$ cat src/hw/rtl/qpht_pkg.sv
package qpht_pkg;

  localparam int MaxSlots = 128;
  localparam int IdxW     = 7;
  localparam int CntW     = 8;
  localparam int KeyChars = 14;
  localparam int KeyW     = 112;
  localparam int HashW    = 18;
  localparam int RemW     = 22;
  localparam int ModSteps = 15;
  localparam int StepW    = 4;

  localparam logic [IdxW-1:0] InitSize = 7'd11;

  localparam logic [1:0] ActInsert = 2'd0;
  localparam logic [1:0] ActSearch = 2'd1;
  localparam logic [1:0] ActDelete = 2'd2;

  localparam logic [1:0] StatOk      = 2'd0;
  localparam logic [1:0] StatMissing = 2'd1;
  localparam logic [1:0] StatFull    = 2'd2;

  // Request to the remainder unit.
  typedef struct packed {
    logic             start;
    logic [HashW-1:0] num;
    logic [IdxW-1:0]  den;
  } mod_req_t;

  // Smallest prime of at least twice the size that fits, or zero.
  function automatic logic [IdxW-1:0] next_size(input logic [IdxW-1:0] size);
    logic [IdxW-1:0] r;
    unique case (size)
      7'd11:   r = 7'd23;
      7'd23:   r = 7'd47;
      7'd47:   r = 7'd97;
      default: r = '0;
    endcase
    return r;
  endfunction

  // Zero every byte from the first zero byte onward.
  function automatic logic [KeyW-1:0] norm_key(input logic [KeyW-1:0] k);
    logic [KeyW-1:0] r;
    logic            ended;
    r     = '0;
    ended = 1'b0;
    for (int b = 0; b < 14; b++) begin
      if (b >= KeyChars || k[KeyW-1-8*b -: 8] == 8'd0) ended = 1'b1;
      if (!ended) r[KeyW-1-8*b -: 8] = k[KeyW-1-8*b -: 8];
    end
    return r;
  endfunction

  // Weighted sum of the first three key bytes.
  function automatic logic [HashW-1:0] key_hash(input logic [KeyW-1:0] k);
    logic [HashW-1:0] c0, c1, c2;
    c0 = HashW'(k[KeyW-1 -: 8]);
    c1 = HashW'(k[KeyW-9 -: 8]);
    c2 = HashW'(k[KeyW-17 -: 8]);
    return HashW'(c0 + HashW'(27) * c1 + HashW'(729) * c2);
  endfunction

endpackage

$ cat src/hw/rtl/qpht_mod.sv
module qpht_mod (
  input  logic                      clk_i,
  input  logic                      rst_ni,
  input  qpht_pkg::mod_req_t        req_i,
  output logic                      done_o,
  output logic [qpht_pkg::IdxW-1:0] rem_o
);
  import qpht_pkg::*;

  logic [RemW-1:0]  rem_q;
  logic [IdxW-1:0]  den_q;
  logic [StepW-1:0] k_q;
  logic             busy_q;
  logic             done_q;
  logic [RemW-1:0]  shifted;

  assign shifted = RemW'(den_q) << k_q;

  // Restoring remainder, one quotient bit per cycle.
  always_ff @(posedge clk_i or negedge rst_ni) begin
    if (!rst_ni) begin
      busy_q <= 1'b0;
      done_q <= 1'b0;
      rem_q  <= '0;
      den_q  <= '0;
      k_q    <= '0;
    end else if (req_i.start) begin
      rem_q  <= RemW'(req_i.num);
      den_q  <= req_i.den;
      k_q    <= StepW'(ModSteps - 1);
      busy_q <= 1'b1;
      done_q <= 1'b0;
    end else if (busy_q) begin
      if (rem_q >= shifted) rem_q <= rem_q - shifted;
      if (k_q == '0) begin
        busy_q <= 1'b0;
        done_q <= 1'b1;
      end else begin
        k_q <= k_q - 1'b1;
      end
    end else begin
      done_q <= 1'b0;
    end
  end

  assign done_o = done_q;
  assign rem_o  = rem_q[IdxW-1:0];

endmodule

$ cat config.mk
export PLATFORM = sky130hd
export DESIGN_NAME = qpht_mod
export DESIGN_NICKNAME = d
export VERILOG_FILES = /design/src/hw/rtl/qpht_pkg.sv /design/src/hw/rtl/qpht_mod.sv
export SDC_FILE = /design/constraint.sdc
export NUM_CORES = 1
export LEC_CHECK = 0
export ABC_AREA = 1
export BUFFER_PORTS_ARGS = -buffer_cell sky130_fd_sc_hd__buf_2
export CORE_MARGIN = 1
export CORE_UTILIZATION = 50
export CTS_CLUSTER_SIZE = 12
export DETAILED_ROUTE_END_ITERATION = 6
export PLACE_DENSITY = 0.69
export SYNTH_ARGS = -nofsm -noshare
export SYNTH_HDL_FRONTEND = slang
export SYNTH_SLANG_ARGS = --single-unit
$ cat constraint.sdc
create_clock -name clk_i -period 5 [get_ports clk_i]
set_clock_uncertainty 0.1 [all_clocks]
set_input_delay 0.5 -clock clk_i [delete_from_list [all_inputs] [get_ports clk_i]]
set_output_delay 0.5 -clock clk_i [all_outputs]
set_load 0.1 [all_outputs]
==> results of run 1 <==
[through the flow]
stage	area, sq um	instances	hold WS [ns]
2_1_floorplan	3610	577	0.104
3_3_place_gp	3750	684	0.375
6_report	3860	691	0.181
4_1_cts	3860	691	0.211
5_1_grt	3860	691	0.270
3_5_place_dp	3750	684	0.379
[critical path, stage by stage, from the launching register on]
cell and delay, ns:
dfrtp_1 0.52, o21ai_0 0.45, mux2i_1 0.21, o21ai_0 0.31, nand2_1 0.14, ha_1 0.39, nand2_2 0.11, nor2_1 0.20
nand3_1 0.16, o21ai_2 0.16, a21oi_2 0.10, nand2_2 0.09, nand2_4 0.26, nand2_1 0.18, o21ai_2 0.07
[routing by layer]
metal,global-route usage,share of wire,vias up
met3,0.0370,0.034,29
met1,0.346,0.47,1622
met4,0.112,0.035,0
met2,0.465,0.46,83
met5,0,0,-
li1,-,-,1858
[registers in the layout, indices dropped and copies added (netlist names)]
name	count
done_o	1
den_q	7
busy_q	1
k_q	4
rem_q	22
[final cells by class]
type	count	share of cell area
Timing Repair Buffer	35	0.0454
Clock inverter	2	0.00972
Clock buffer	5	0.0178
Multi-Input combinational cell	451	0.604
Inverter	67	0.0651
Sequential cell	35	0.227
Tap cell	96	0.0311
[kinds of logic after synthesis]
family	count (synthesis)	synth area share
mux	8	0.0222
compound gates	69	0.116
fa+ha+maj	24	0.0853
flops	35	0.243
simple gates	345	0.411
xor+xnor	5	0.0121
buf+inv	91	0.111
[Yosys cell counts, drive strengths merged (4+ instances only)]
library cell,number
nand4,5
buf,16
nand3,37
a21oi,20
nand3b,5
or2,5
xor2,4
nor2,44
inv,65
o21ai,42
mux2i,8
clkbuf,8
nor3,6
nand2,242
ha,23
dfrtp,35
[path summary, 6_finish.rpt]
kind | start | depth (start not counted) | end
max | k_q[0]$_DFFE_PN0P_ | 14 | rem_q[0]$_DFFE_PN0P_
min | rst_ni | 1 | rem_q[4]$_DFFE_PN0P_
max reg2reg | k_q[0]$_DFFE_PN0P_ | 14 | rem_q[0]$_DFFE_PN0P_
min reg2reg | done_o$_DFFE_PN0P_ | 2 | done_o$_DFFE_PN0P_
max in group asynchronous | rst_ni | 1 | den_q[6]$_DFFE_PN0P_
min in group clk_i | req_i[0] | 3 | den_q[0]$_DFFE_PN0P_
[where the power goes]
| group | internal, mW | switching (mW) |
|---|---|---|
| combinational | 0.605 | 1.32 |
| clock | 0.146 | 0.114 |
| sequential | 0.382 | 0.0865 |
| total | 1.13 | 1.52 |
==> metrics.md, run 1 <==
| Metric | Value |
|---|---|
| CTS Buf Count | `5` |
| # diodes | `0` |
| DRC viols | `0` |
| Most frequent cells in the layout | `222 x nand2_1, 60 x inv_1, 41 x nor2_1, 36 x nand3_1` |
| Setup_tns | `0 ns` |
| Post-synth top area share | `0.243` |
| Post-Synthesis Cell Area | `0.00361 sq mm` |
| Die Ht | `87.0 um` |
| Synth top area cells | `dfrtp_1 24%, nand2_1 23%, ha_1 8.0%` |
| Crit Path Class | `flip-flop to flip-flop` |
| Final Critical Period | `3.57 ns` |
| # rows | `30` |
| Vias in the first global route | `3,345` |
| Setup bufs post-CTS | `0` |
| Sequential area share after synthesis | `0.243` |
| First-pass GRT wire length | `15,700 um` |
| Clk sinks | `35` |
| Slew Viols, Final | `0` |
| Initial antenna violation count | `0` |
| Final period utilization | `0.714` |
| CTS resizes | `0` |
| Number of flops mapped to enable cells by yosys | `0` |
| Setup slack after layout | `1.43 ns` |
| Final net count | `647` |
| Syn. warnings | `0` |
| Clock slew at reported path FFs | `0.08 ns` |
| Hold Violations, Final | `0` |
| FF+latch count, synth | `35` |
| Final setup fails | `0` |
| Clock Latency Late Sink | `0.30 ns` |
| Commonest non-fill, non-tap cell in the layout | `nand2_1` |
| Core ar. | `0.00687 sq mm` |
| Final core utilization | `0.562` |
| Final HPWL DP | `7520 um` |
| Crit path DAT | `3.65 ns` |
| Top FF cell, synth | `dfrtp_1` |
| Net Count, Synth | `629` |
| CTS tree | `yes` |
| Async S/R FF share, synth | `1.00` |
| Routability cong. | `1.01` |
| RSZ-0062 raised after global routing | `no` |
| Fmax | `280 MHz` |
| Reg2Reg Setup Slack | `1.43 ns` |
| Leakage power | `2.09 nW` |
| Worst EP required | `5.08 ns` |
| Syn avg cell area | `6.26 sq um` |
| Hold_buf cts | `0` |
| Largest net degree at the start of global routing | `36` |
| Post-Route WL | `9550 um` |
| Outcome | `completed` |
| Via density | `5.20` |
| CTS H-tree depth | `2` |
| Maximum VDD drop | `0.223 mV` |
| Die Span X | `87.0 um` |
| Wire length per cell | `13.8 um` |
| Fraction of layout cells with a size suffix above 1 | `0.150` |
| I/O Buffers | `35` |
| Initial Utilization | `0.526` |
| Footprint of the multi-input gates | `0.00233 sq mm` |
| Clk buf depth | `2` |
| Crit end category | `flip-flop` |
| Power Density | `686 mW/mm^2` |
| Crit start category | `flip-flop` |
| Distinct cells, synth | `39` |
| Global route overflow | `0` |
| Crit-path max FO | `31` |
| Cell taking the most area after synthesis | `dfrtp_1` |
| # fillers | `712` |
| Area growth, synth to finish | `6.97%` |
| Reg area | `876 sq um` |
| TritonRoute pass-1 iters | `5` |
| I/O pin count | `36` |
| Total GRT Usage | `0.272` |
| Min-Delay Path Class | `primary input to async pin` |
| Routed Antenna Nets | `0` |
| Worst-Margin Slew | `0.890 ns` |
| Root Buffer | `clkbuf_8` |
| DR iter-0 viols | `191` |
| Number of max-cap violations | `0` |
| Pre-CTS setup slack | `1.46 ns` |
| Gate Count Post-Synth | `577` |
| Tot Pwr | `2.65 mW` |
| Worst relative slew slack | `0.406` |
| Die ar. | `0.00756 sq mm` |
| Routed via count | `3,592` |
Power figures use the tool's default switching activity.
==> run 2: changes to the inputs <==
clock period = 3.3 ns   (was 5 ns; I/O delays follow)
==> run 2 against run 1 <==
  * Core utilization up 4.0 points
  * Sequential share of layout area shrank 1.5 points
  * Maximum frequency increased by 15%
  * First-iteration DRC count increased by 45%
  * Die area is the same
  * Register-to-register slack worse by 1.2 ns
  * Combinational power rose by 64%
  * Power is 64% higher
  * Hold slack got worse by 0.17 ns
  * Global-route usage grew 0.70 points
  * Cell area up 7.2%
  * Sequential power increased by 54%
  * Highest routed layer unchanged
==> metrics.md, run 2 (synthesized netlist as in run 1, its figures left out) <==
| Metric | Value |
|---|---|
| Design area | `0.00414 sq mm (+7.2%)` |
| Placed Cells | `699 (+2.2%)` |
| Largest net degree at the start of global routing | `36 (unchanged)` |
| Met2 GRT Util | `0.480 (+0.0150)` |
| Setup slack after layout | `0.196 ns (-1.23 ns)` |
| Clock slew at reported path FFs | `0.09 ns (about the same)` |
| First-pass GRT wire length | `16,100 um (+2.6%)` |
| Crit-path max FO | `24 (-23%)` |
| # rows | `30 (unchanged)` |
| Hold Violations, Final | `0 (unchanged)` |
| Final core utilization | `0.602 (+0.0403)` |
| Tot Pwr | `4.36 mW (+64%)` |
| CTS H-tree depth | `2 (unchanged)` |
| Final Critical Period | `3.10 ns (-0.465 ns)` |
| Crit start category | `flip-flop` |
| Commonest non-fill, non-tap cell in the layout | `nand2_1` |
| Power Density | `1050 mW/mm^2 (+53%)` |
| Number of max-cap violations | `0 (unchanged)` |
| Core ar. | `0.00687 sq mm (unchanged)` |
| Min-Delay Path Class | `primary input to async pin` |
| Routed via count | `3,707 (+3.2%)` |
| Initial Utilization | `0.526 (unchanged)` |
| WHS | `0.0135 ns (-0.168 ns)` |
| Most frequent cells in the layout | `221 x nand2_1, 60 x inv_1, 38 x nor2_1, 36 x nand3_1, 36 x buf_2` |
| Leakage power | `2.19 nW (+4.9%)` |
| # diodes | `0 (unchanged)` |
| CTS tree | `yes` |
| Global route overflow | `0 (unchanged)` |
| TritonRoute pass-1 iters | `5 (unchanged)` |
| I/O pin count | `36 (unchanged)` |
| Routability cong. | `0.956 (-5.3%)` |
| Setup_tns | `0 ns (unchanged)` |
| I/O Buffers | `35 (unchanged)` |
| Slew Viols, Final | `0 (unchanged)` |
| Die Ht | `87.0 um (unchanged)` |
| Root Buffer | `clkbuf_8` |
| Final net count | `663 (+2.5%)` |
| DRC viols | `0 (unchanged)` |
| Crit path DAT | `3.19 ns (-0.46 ns)` |
| Top flop regs | `rem_q x22, den_q x7, k_q x4` |
| # fillers | `705 (-0.98%)` |
| Outcome | `completed` |
| Clk sinks | `35 (unchanged)` |
| Total GRT Usage | `0.279 (+0.00702)` |
| Worst EP required | `3.38 ns (-1.70 ns)` |
| Hold_buf cts | `0 (unchanged)` |
| Met3 Use GR | `0.0351 (-0.00190)` |
| Wire length per cell | `14.1 um (+2.2%)` |
| Worst path max stage delay | `0.46 ns (-0.06 ns)` |
| Worst-Margin Slew | `0.913 ns (+0.0231 ns)` |
| Initial antenna violation count | `0 (unchanged)` |
| Worst path most repeated cell | `nand2_2` |
| Fmax | `322 MHz (+15%)` |
| Clk buf depth | `2 (unchanged)` |
| Most flops, register | `rem_q` |
| CTS Buf Count | `5 (unchanged)` |
| Max reg flops | `22 (unchanged)` |
| Via density | `5.24 (+0.72%)` |
| Area growth, synth to finish | `14.6%` |
| Die Span X | `87.0 um (unchanged)` |
| Slowest CP cell | `dfrtp_2` |
| CP Buf/Inv Count | `2 (+2)` |
| Pre-CTS setup slack | `0.0373 ns (-1.43 ns)` |
| Final period utilization | `0.941 (+0.227)` |
| Final cell count without fillers | `708 (+2.5%)` |
| Fraction of layout cells with a size suffix above 1 | `0.206 (+0.0563)` |
| Crit Path Class | `flip-flop to flip-flop` |
| Worst relative slew slack | `0.390 (-0.0154)` |
| Final setup fails | `0 (unchanged)` |
| Die ar. | `0.00756 sq mm (unchanged)` |
| Post-DP Area | `0.00389 sq mm (+3.7%)` |
| GRT met1 Usage | `0.352 (+0.00659)` |
| Vias in the first global route | `3,457 (+3.3%)` |
| Maximum VDD drop | `0.362 mV (+62%)` |
| Crit end category | `flip-flop` |
| CP top delay family | `simple AND/OR/NAND/NOR gates` |
| Clock Latency Late Sink | `0.31 ns (about the same)` |
| Routed Antenna Nets | `0 (unchanged)` |
| DR iter-0 viols | `277 (+45%)` |
| Critical path cell sequence | `buf_2 > nand2_1 > o21ai_0 > nand2_1 > o21ai_0 > o21ai_1 > nand2_2 > ha_4 > nand2_1 > nor2_2 > nand3_1 > nand3_2 > nand2_2 > nand2_4 > nand2_4 > nand2_2 > nand2_4 > buf_12 > nand2_2 > o21ai_2` |
| Post-Route WL | `9990 um (+4.7%)` |
| Most used routing layer in global routing | `met2` |
| Final HPWL DP | `7780 um (+3.5%)` |
-- run 2: where the power goes --
part | internal, mW | switching [mW] | leakage [nW]
registers | 0.579 | 0.144 | 0.417
logic | 1.08 | 2.06 | 1.71
clock network | 0.302 | 0.188 | 0.0644
-- run 2: final timing paths --
| check | start | to | slack [ns] | depth (start not counted) |
|---|---|---|---|---|
| hold / removal | rst_ni | rem_q[6]$_DFFE_PN0P_ | 0.01 | 1 |
| setup / recovery | k_q[0]$_DFFE_PN0P_ | rem_q[1]$_DFFE_PN0P_ | 0.20 | 20 |
| setup reg to reg | k_q[0]$_DFFE_PN0P_ | rem_q[1]$_DFFE_PN0P_ | 0.20 | 20 |
| min in group clk_i | req_i[2] | den_q[2]$_DFFE_PN0P_ | 0.12 | 3 |
| max in group asynchronous | rst_ni | k_q[0]$_DFFE_PN0P_ | 2.51 | 1 |
| hold reg to reg | done_o$_DFFE_PN0P_ | done_o$_DFFE_PN0P_ | 0.39 | 2 |
-- run 2: metal layers --
metal	vias to the layer above	routed length, um
met1	1682	4570
met2	110	4730
li1	1890	-
met5	-	0
met4	0	274
met3	25	419
-- run 2: what timing repair did --
action	in CTS	in global routing
endpoints found under the hold margin	0	0
gates resized for setup	1	35
setup buffers	0	1
pin swaps	0	3
setup endpoints to repair	13	22
-- run 2: layout make-up --
cell class,count,area [sq um],area share
clock buffer,5,68.8,0.0166
inverter,67,251,0.0608
multi-input combinational,451,2430,0.588
timing repair buffer,51,318,0.0768
tap,96,120,0.0290
sequential,35,877,0.212
clock inverter,3,67.6,0.0163
